--- src/rtl/sqv_pkg.sv ---
// ----------------------------------------------------------------------------
// sqv_pkg
// Shared types, constants and helper functions of the sprite quad vertex setup.
// ----------------------------------------------------------------------------
package sqv_pkg;

    // quarter-wave sine table geometry (depth is a power of two)
    localparam int SINE_TABLE_DEPTH = 256;
    localparam int SINE_LOG         = $clog2(SINE_TABLE_DEPTH);

    // Q2.30 value of pi/2
    localparam longint unsigned PI_HALF_Q30 = 64'd1686629713;

    // taylor term divisors 2k(2k+1) as reciprocals, exact for terms below 2^32
    localparam int              TAYLOR_SHIFT = 41;
    localparam longint unsigned RECIP_D1  = ((64'd1 << TAYLOR_SHIFT) + 64'd5) / 64'd6;
    localparam longint unsigned RECIP_D2  = ((64'd1 << TAYLOR_SHIFT) + 64'd19) / 64'd20;
    localparam longint unsigned RECIP_D3  = ((64'd1 << TAYLOR_SHIFT) + 64'd41) / 64'd42;
    localparam longint unsigned RECIP_D4  = ((64'd1 << TAYLOR_SHIFT) + 64'd71) / 64'd72;
    localparam longint unsigned RECIP_D5  = ((64'd1 << TAYLOR_SHIFT) + 64'd109) / 64'd110;
    localparam longint unsigned RECIP_D6  = ((64'd1 << TAYLOR_SHIFT) + 64'd155) / 64'd156;
    localparam longint unsigned RECIP_D7  = ((64'd1 << TAYLOR_SHIFT) + 64'd209) / 64'd210;
    localparam longint unsigned RECIP_D8  = ((64'd1 << TAYLOR_SHIFT) + 64'd271) / 64'd272;
    localparam longint unsigned RECIP_D9  = ((64'd1 << TAYLOR_SHIFT) + 64'd341) / 64'd342;
    localparam longint unsigned RECIP_D10 = ((64'd1 << TAYLOR_SHIFT) + 64'd419) / 64'd420;

    // configuration register indexes
    localparam int CFG_IDX_W = 1;
    localparam logic [CFG_IDX_W-1:0] CFG_INV_TEX_WIDTH  = 1'd0;
    localparam logic [CFG_IDX_W-1:0] CFG_INV_TEX_HEIGHT = 1'd1;

    localparam logic [23:0] INV_TEX_RESET = 24'd65536;
    localparam logic [16:0] PIVOT_ONE     = 17'd65536;
    localparam logic [16:0] TEX_MAX       = 17'd131071;

    // corner codes
    localparam logic [1:0] CORNER_BR = 2'd3;

    typedef logic [15:0] t_sine_rom [0:SINE_TABLE_DEPTH];

    // sprite-level values after the first stage
    typedef struct packed {
        logic signed [15:0] ax;
        logic signed [15:0] ay;
        logic [16:0]        pxc;
        logic [16:0]        pyc;
        logic [27:0]        w;
        logic [27:0]        h;
        logic [36:0]        prod_ul;
        logic [36:0]        prod_ur;
        logic [36:0]        prod_vt;
        logic [36:0]        prod_vb;
        logic signed [16:0] sn;
        logic signed [16:0] cs;
        logic               rot;
    } t_sprite;

    // one corner vertex entering the rotation stages
    typedef struct packed {
        logic [1:0]         corner;
        logic signed [31:0] vx;
        logic signed [31:0] vy;
        logic signed [31:0] dx;
        logic signed [31:0] dy;
        logic signed [15:0] ax;
        logic signed [15:0] ay;
        logic [16:0]        u;
        logic [16:0]        v;
        logic signed [16:0] sn;
        logic signed [16:0] cs;
        logic               rot;
    } t_vertex;

    // reciprocal of the k-th taylor divisor
    function automatic longint unsigned f_taylor_recip(input int k);
        longint unsigned m;
        case (k)
            1:       m = RECIP_D1;
            2:       m = RECIP_D2;
            3:       m = RECIP_D3;
            4:       m = RECIP_D4;
            5:       m = RECIP_D5;
            6:       m = RECIP_D6;
            7:       m = RECIP_D7;
            8:       m = RECIP_D8;
            9:       m = RECIP_D9;
            10:      m = RECIP_D10;
            default: m = 64'd0;
        endcase
        return m;
    endfunction

    // sine table built at elaboration by a truncating Taylor series in Q2.30
    function automatic t_sine_rom f_build_sine();
        t_sine_rom          rom;
        longint unsigned    x;
        longint unsigned    t;
        longint unsigned    sum;
        logic [95:0]        prod;
        logic               neg;
        for (int i = 0; i <= SINE_TABLE_DEPTH; i++) begin
            if (i >= SINE_TABLE_DEPTH) begin
                rom[i] = 16'd32768;
            end else if (i == 0) begin
                rom[i] = 16'd0;
            end else begin
                x   = (PI_HALF_Q30 * longint'(i)) >> SINE_LOG;
                t   = x;
                sum = x;
                neg = 1'b1;
                for (int k = 1; k <= 10; k++) begin
                    t    = (t * x) >> 30;
                    t    = (t * x) >> 30;
                    prod = 96'(t) * 96'(f_taylor_recip(k));
                    t    = 64'(prod >> TAYLOR_SHIFT);
                    if (neg) begin
                        sum = sum - t;
                    end else begin
                        sum = sum + t;
                    end
                    neg = !neg;
                end
                sum = (sum + 64'd16384) >> 15;
                if (sum > 64'd32768) begin
                    sum = 64'd32768;
                end
                rom[i] = sum[15:0];
            end
        end
        return rom;
    endfunction

    localparam t_sine_rom SINE_ROM = f_build_sine();

    // signed Q2.15 sine of a 16-bit angle
    function automatic logic signed [16:0] f_sine(input logic [15:0] a);
        logic [13+SINE_LOG:0] ph;
        logic [SINE_LOG-1:0]  idx;
        logic [SINE_LOG:0]    ent;
        logic [15:0]          mag;
        ph  = {a[13:0], {SINE_LOG{1'b0}}} >> 14;
        idx = ph[SINE_LOG-1:0];
        ent = a[14] ? ((SINE_LOG+1)'(SINE_TABLE_DEPTH) - {1'b0, idx}) : {1'b0, idx};
        mag = SINE_ROM[ent];
        return a[15] ? -$signed({1'b0, mag}) : $signed({1'b0, mag});
    endfunction

    // saturate a texture product to unsigned Q1.16
    function automatic logic [16:0] f_sat_tex(input logic [36:0] p);
        return (p[36:25] != 12'd0) ? TEX_MAX : p[24:8];
    endfunction

    // saturate a position to signed Q16.8
    function automatic logic [23:0] f_sat_vert(input logic signed [36:0] v);
        logic [23:0] r;
        if (v > 37'sd8388607) begin
            r = 24'h7FFFFF;
        end else if (v < -37'sd8388608) begin
            r = 24'h800000;
        end else begin
            r = v[23:0];
        end
        return r;
    endfunction

endpackage

--- src/rtl/sqv_corner.sv ---
// ----------------------------------------------------------------------------
// sqv_corner
// Places the quad on the anchor and steps through the four corners,
// one vertex per cycle while the rotation stages advance.
// ----------------------------------------------------------------------------
module sqv_corner import sqv_pkg::*; (
    input  logic    i_clk,
    input  logic    i_rst_n,
    input  logic    i_valid,
    input  t_sprite i_sprite,
    output logic    o_take,
    input  logic    i_adv,
    output logic    o_valid,
    output t_vertex o_vert
);

    logic               r_valid;
    logic [1:0]         r_cnt;
    logic signed [31:0] r_left, r_top;
    logic [27:0]        r_w, r_h;
    logic [16:0]        r_ul, r_ur, r_vt, r_vb;
    logic signed [15:0] r_ax, r_ay;
    logic signed [16:0] r_sn, r_cs;
    logic               r_rot;

    logic               r_vvalid;
    t_vertex            r_vert;
    t_vertex            n_vert;

    logic [44:0]        pw, ph;
    logic signed [46:0] diff_x, diff_y;
    logic               free;

    // placement: top-left floored to whole pixels
    always_comb begin
        pw     = i_sprite.pxc * i_sprite.w;
        ph     = i_sprite.pyc * i_sprite.h;
        diff_x = $signed({{7{i_sprite.ax[15]}}, i_sprite.ax, 24'b0}) - $signed({2'b00, pw});
        diff_y = $signed({{7{i_sprite.ay[15]}}, i_sprite.ay, 24'b0}) - $signed({2'b00, ph});
    end

    assign free   = !r_valid || (i_adv && (r_cnt == CORNER_BR));
    assign o_take = free;

    always_ff @(posedge i_clk) begin
        if (!i_rst_n) begin
            r_valid <= 1'b0;
            r_cnt   <= 2'd0;
        end else if (free) begin
            r_valid <= i_valid;
            r_cnt   <= 2'd0;
        end else if (i_adv) begin
            r_cnt   <= r_cnt + 2'd1;
        end
    end

    // sprite register for the corner walk
    always_ff @(posedge i_clk) begin
        if (free && i_valid) begin
            r_left <= $signed({diff_x[46], diff_x[46:24], 8'b0});
            r_top  <= $signed({diff_y[46], diff_y[46:24], 8'b0});
            r_w    <= i_sprite.w;
            r_h    <= i_sprite.h;
            r_ul   <= f_sat_tex(i_sprite.prod_ul);
            r_ur   <= f_sat_tex(i_sprite.prod_ur);
            r_vt   <= f_sat_tex(i_sprite.prod_vt);
            r_vb   <= f_sat_tex(i_sprite.prod_vb);
            r_ax   <= i_sprite.ax;
            r_ay   <= i_sprite.ay;
            r_sn   <= i_sprite.sn;
            r_cs   <= i_sprite.cs;
            r_rot  <= i_sprite.rot;
        end
    end

    // corner vertex and its offset from the anchor
    always_comb begin
        n_vert.corner = r_cnt;
        n_vert.vx     = r_left + (r_cnt[0] ? $signed({4'b0, r_w}) : 32'sd0);
        n_vert.vy     = r_top  + (r_cnt[1] ? $signed({4'b0, r_h}) : 32'sd0);
        n_vert.dx     = n_vert.vx - $signed({{8{r_ax[15]}}, r_ax, 8'b0});
        n_vert.dy     = n_vert.vy - $signed({{8{r_ay[15]}}, r_ay, 8'b0});
        n_vert.ax     = r_ax;
        n_vert.ay     = r_ay;
        n_vert.u      = r_cnt[0] ? r_ur : r_ul;
        n_vert.v      = r_cnt[1] ? r_vb : r_vt;
        n_vert.sn     = r_sn;
        n_vert.cs     = r_cs;
        n_vert.rot    = r_rot;
    end

    always_ff @(posedge i_clk) begin
        if (!i_rst_n) begin
            r_vvalid <= 1'b0;
        end else if (i_adv) begin
            r_vvalid <= r_valid;
        end
    end

    always_ff @(posedge i_clk) begin
        if (i_adv) begin
            r_vert <= n_vert;
        end
    end

    assign o_valid = r_vvalid;
    assign o_vert  = r_vert;

endmodule

--- config.mk ---
export PLATFORM = sky130hd
export DESIGN_NAME = sqv_corner
export DESIGN_NICKNAME = d
export VERILOG_FILES = /design/src/rtl/sqv_pkg.sv /design/src/rtl/sqv_corner.sv
export SDC_FILE = /design/constraint.sdc
export NUM_CORES = 2
export LEC_CHECK = 0
export ABC_AREA = 1
export BUFFER_PORTS_ARGS = -buffer_cell sky130_fd_sc_hd__buf_2
export CORE_UTILIZATION = 45
export DETAILED_ROUTE_END_ITERATION = 10
export PLACE_DENSITY = 0.7
export SLEW_MARGIN = 10
export SYNTH_ARGS = -nofsm -noshare
export SYNTH_HDL_FRONTEND = slang
export SYNTH_SLANG_ARGS = --single-unit
--- constraint.sdc ---
create_clock -name i_clk -period 15.6 [get_ports i_clk]
set_clock_uncertainty 0.1 [all_clocks]
set_input_delay 3.12 -clock i_clk [delete_from_list [all_inputs] [get_ports i_clk]]
set_output_delay 3.12 -clock i_clk [all_outputs]
set_load 0.02 [all_outputs]
==> metrics.md <==
| Metric | Value |
|---|---|
| Startpoint class of the critical path | `input pin` |
| Mapped Area | `0.05552 sq mm` |
| Seq/Total Area, Yosys | `24.59%` |
| Vias/cell | `5.090` |
| Final setup violation count | `0` |
| CP bufs+invs | `9` |
| H-tree depth | `2` |
| Filler cell count | `11620` |
| CTS hold repair buffers | `0` |
| Area post-placement | `0.05923 sq mm` |
| Synth Warn # | `0` |
| FMAX | `91.71 MHz` |
| DIE AREA | `0.1248 sq mm` |
| Crit. End Element | `flop` |
| CP Depth | `37` |
| Total negative slack | `0 ns` |
| Setup bufs post-CTS | `0` |
| Synth area leader | `fa_1` |
| Router iterations before antenna repair | `6` |
| Initial Util | `45.49%` |
| Relative slew slack | `28.01%` |
| Hold_sp | `r_cs[4]` |
| RSZ-0062 raised after global routing | `false` |
| Slew Limit Fails | `0` |
| Share of layout cells above drive strength 1 | `9.897%` |
| Critical path's most frequent cell | `nand2_1` |
| Status | `finished clean` |
| WP data arrival | `11.12 ns` |
| Top post-synthesis cells by area | `fa_1 (28%), edfxtp_1 (24%), nand2_1 (12%), inv_1 (12%), ha_1 (8.3%)` |
| Vias in the first global route | `45030` |
| Placer Congestion | `0.9543` |
| WL final | `154.1 mm` |
| Clock latency on the worst-skew pair | `0.59 ns` |
| Cells after Synth | `6654` |
| Gr usage total | `24.89%` |
| Worst r2r path cells | `19` |
| Clock Sinks | `456` |
| Setup Slack @ Placement | `4.193 ns` |
| Minimum clock period | `10.90 ns` |
| Hold Path Class | `flop to flop` |
| Worst setup margin | `4.696 ns` |
| First-pass GRT wire length | `246.4 mm` |
| Fin. Hold Viols | `0` |
| I/O Buffers | `509` |
| Number of enable flip-flop cells after synthesis | `452` |
| Fin nets | `8430` |
| Worst-Margin Slew | `1.080 ns` |
| Clk slew on worst S/H paths | `0.07 ns` |
| Clock buffer depth | `3` |
| Final worst path period share | `69.90%` |
| Ys async rst share | `0%` |
| # DRC | `0` |
| CORE AREA | `0.1220 sq mm` |
| Synth unique cells | `50` |
| Worst path slowest cell | `fa_1` |
| Largest net degree at the start of global routing | `163` |
| IO Pins | `542` |
| CP top delay family | `adder cells` |
| CP required | `15.82 ns` |
| Via count | `43960` |
| CP max FO | `28` |
| Initial antenna violation count | `30` |
| Final design area excluding fillers | `0.06069 sq mm` |
| Synth Register Bits | `456` |
| Cell row count | `128` |
| HPWL Detailed | `127.5 mm` |
| Area delta synth->final | `9.305%` |
| Area share of the largest cell type after synthesis | `28.20%` |
| Initial DRC count | `2968` |
| CP peak stage delay | `0.58 ns` |
| Hold path cells | `0` |
| DR WL/cell | `17.84 microns` |
| Congestion Overflow GR | `0` |
| Post_cts resized | `0` |
| Worst Setup Path Type | `input pin to flop` |
| RR Startpoint | `r_cnt[0]` |
| Mapped Nets | `8114` |
| Clock root cell | `clkbuf_16` |
| Max Cap Viol | `0` |
| Die height | `353.3 microns` |
| Commonest register cell after synthesis | `edfxtp_1` |
| Total CTS buffers | `42` |
| Crit. Startpoint | `i_sprite[242]` |
| R2r setup slk | `10.63 ns` |
| Post-route antenna net violation count | `0` |
| Average footprint of a synthesized cell | `8.344 sq um` |
| Die Wd | `353.3 microns` |
| CTS tree | `built` |
## area by class of cell
cell class	count	area, sq um	area share (%)
multi-input cells	4174	34220	56.38
repair buffers	521	2660	4.383
flip-flops and latches	456	13660	22.50
clock inverters	29	360.3	0.5938
well taps	1625	2033	3.350
inverters	1775	6663	10.98
diodes	11	27.53	0.04536
clock buffers	47	1070	1.763
## synthesized netlist by cell type, drive strengths merged (11+ instances only)
library cell and n:
edfxtp 452, mux2 34, ha 369, nand4 30, fa 782, o21ai 120
nand3 179, nor4 33, o21bai 23, xnor2 49, nor2 251, a31oi 18
a21o 18, xor2 90, inv 1773, a21oi 227, buf 63, a21boi 11
nor3 45, nand2 1820, clkbuf 186, o21a 14, nand3b 14
## logic make-up after synthesis
kind of cell / share of synthesized area, %
and+or+nand+nor: 17.42
adders and majority gates: 36.51
xor gates and xnor gates: 2.193
DFF: 24.59
AOI/OAI and AO/OA: 4.802
muxes: 0.6896
buffers and inverters: 13.79
## registers in the layout (all words and copies together), names as in the netlist
| signal | cells |
|---|---|
| o_valid | 1 |
| o_vert | 215 |
| r_ax | 16 |
| r_ay | 16 |
| r_cnt | 2 |
| r_cs | 17 |
| r_h | 28 |
| r_left | 23 |
| r_rot | 1 |
| r_sn | 17 |
| r_top | 23 |
| r_ul | 17 |
| r_ur | 17 |
| r_valid | 1 |
| r_vb | 17 |
| r_vt | 17 |
| r_w | 28 |
## worst register-to-register path, cell delays in order (launching register included)
cell,delay (ns)
dfxtp_2,0.44
nand2_1,0.12
inv_1,0.04
ha_1,0.20
fa_1,0.44
nand3_1,0.09
nand2_1,0.16
a21oi_1,0.26
o21ai_0,0.17
a21boi_0,0.43
o21ai_0,0.25
a21oi_1,0.22
xnor2_1,0.17
ha_1,0.40
nand2_1,0.13
nor4_1,0.40
nand3_1,0.13
nand3_1,0.24
a31oi_1,0.13
xor2_1,0.19
## layout by cell type (no fill, tap or decap), drive strengths merged, types with 7 or more instances in the layout
master,netlist,routed
nand2,1820,1820
inv,1773,1776
fa,782,782
buf,63,521
edfxtp,452,452
ha,369,369
nor2,251,251
a21oi,227,227
nand3,179,179
o21ai,120,120
xor2,90,90
xnor2,49,49
clkbuf,186,47
nor3,45,45
mux2,34,34
nor4,33,33
nand4,30,30
o21bai,23,23
clkinv,2,20
a21o,18,18
a31oi,18,18
o21a,14,14
nand3b,14,14
diode,0,11
a21boi,11,11
o31ai,7,7
a221oi,7,7
## routing by layer
| metal | up-vias | track usage (%) | part of all wire (%) |
|---|---|---|---|
| met4 | 24 | 6.762 | 2.4 |
| met5 | - | 0 | 0.095 |
| met3 | 252 | 3.292 | 6.8 |
| li1 | 20500 | - | - |
| met2 | 1524 | 41.43 | 47 |
| met1 | 21670 | 34.13 | 43 |
## through the flow
step / cells / util [%] / hold WS (ns)
2_1_floorplan: 6654 / - / 0.3003
3_3_place_gp: 8551 / 48.53 / 0.3011
3_5_place_dp: 8551 / 48.53 / 0.3045
4_1_cts: 8627 / 49.71 / 0.3185
5_1_grt: 8634 / 49.72 / 0.3260
6_report: 8638 / 49.73 / 0.3125
## worst paths after layout
check                 to
max reg2reg  o_vert[162]
min            o_vert[5]
max            r_top[25]
min reg2reg    o_vert[5]
Power is not shown: default switching activity piles up to over one toggle a cycle in this logic, so the estimate is an artifact.
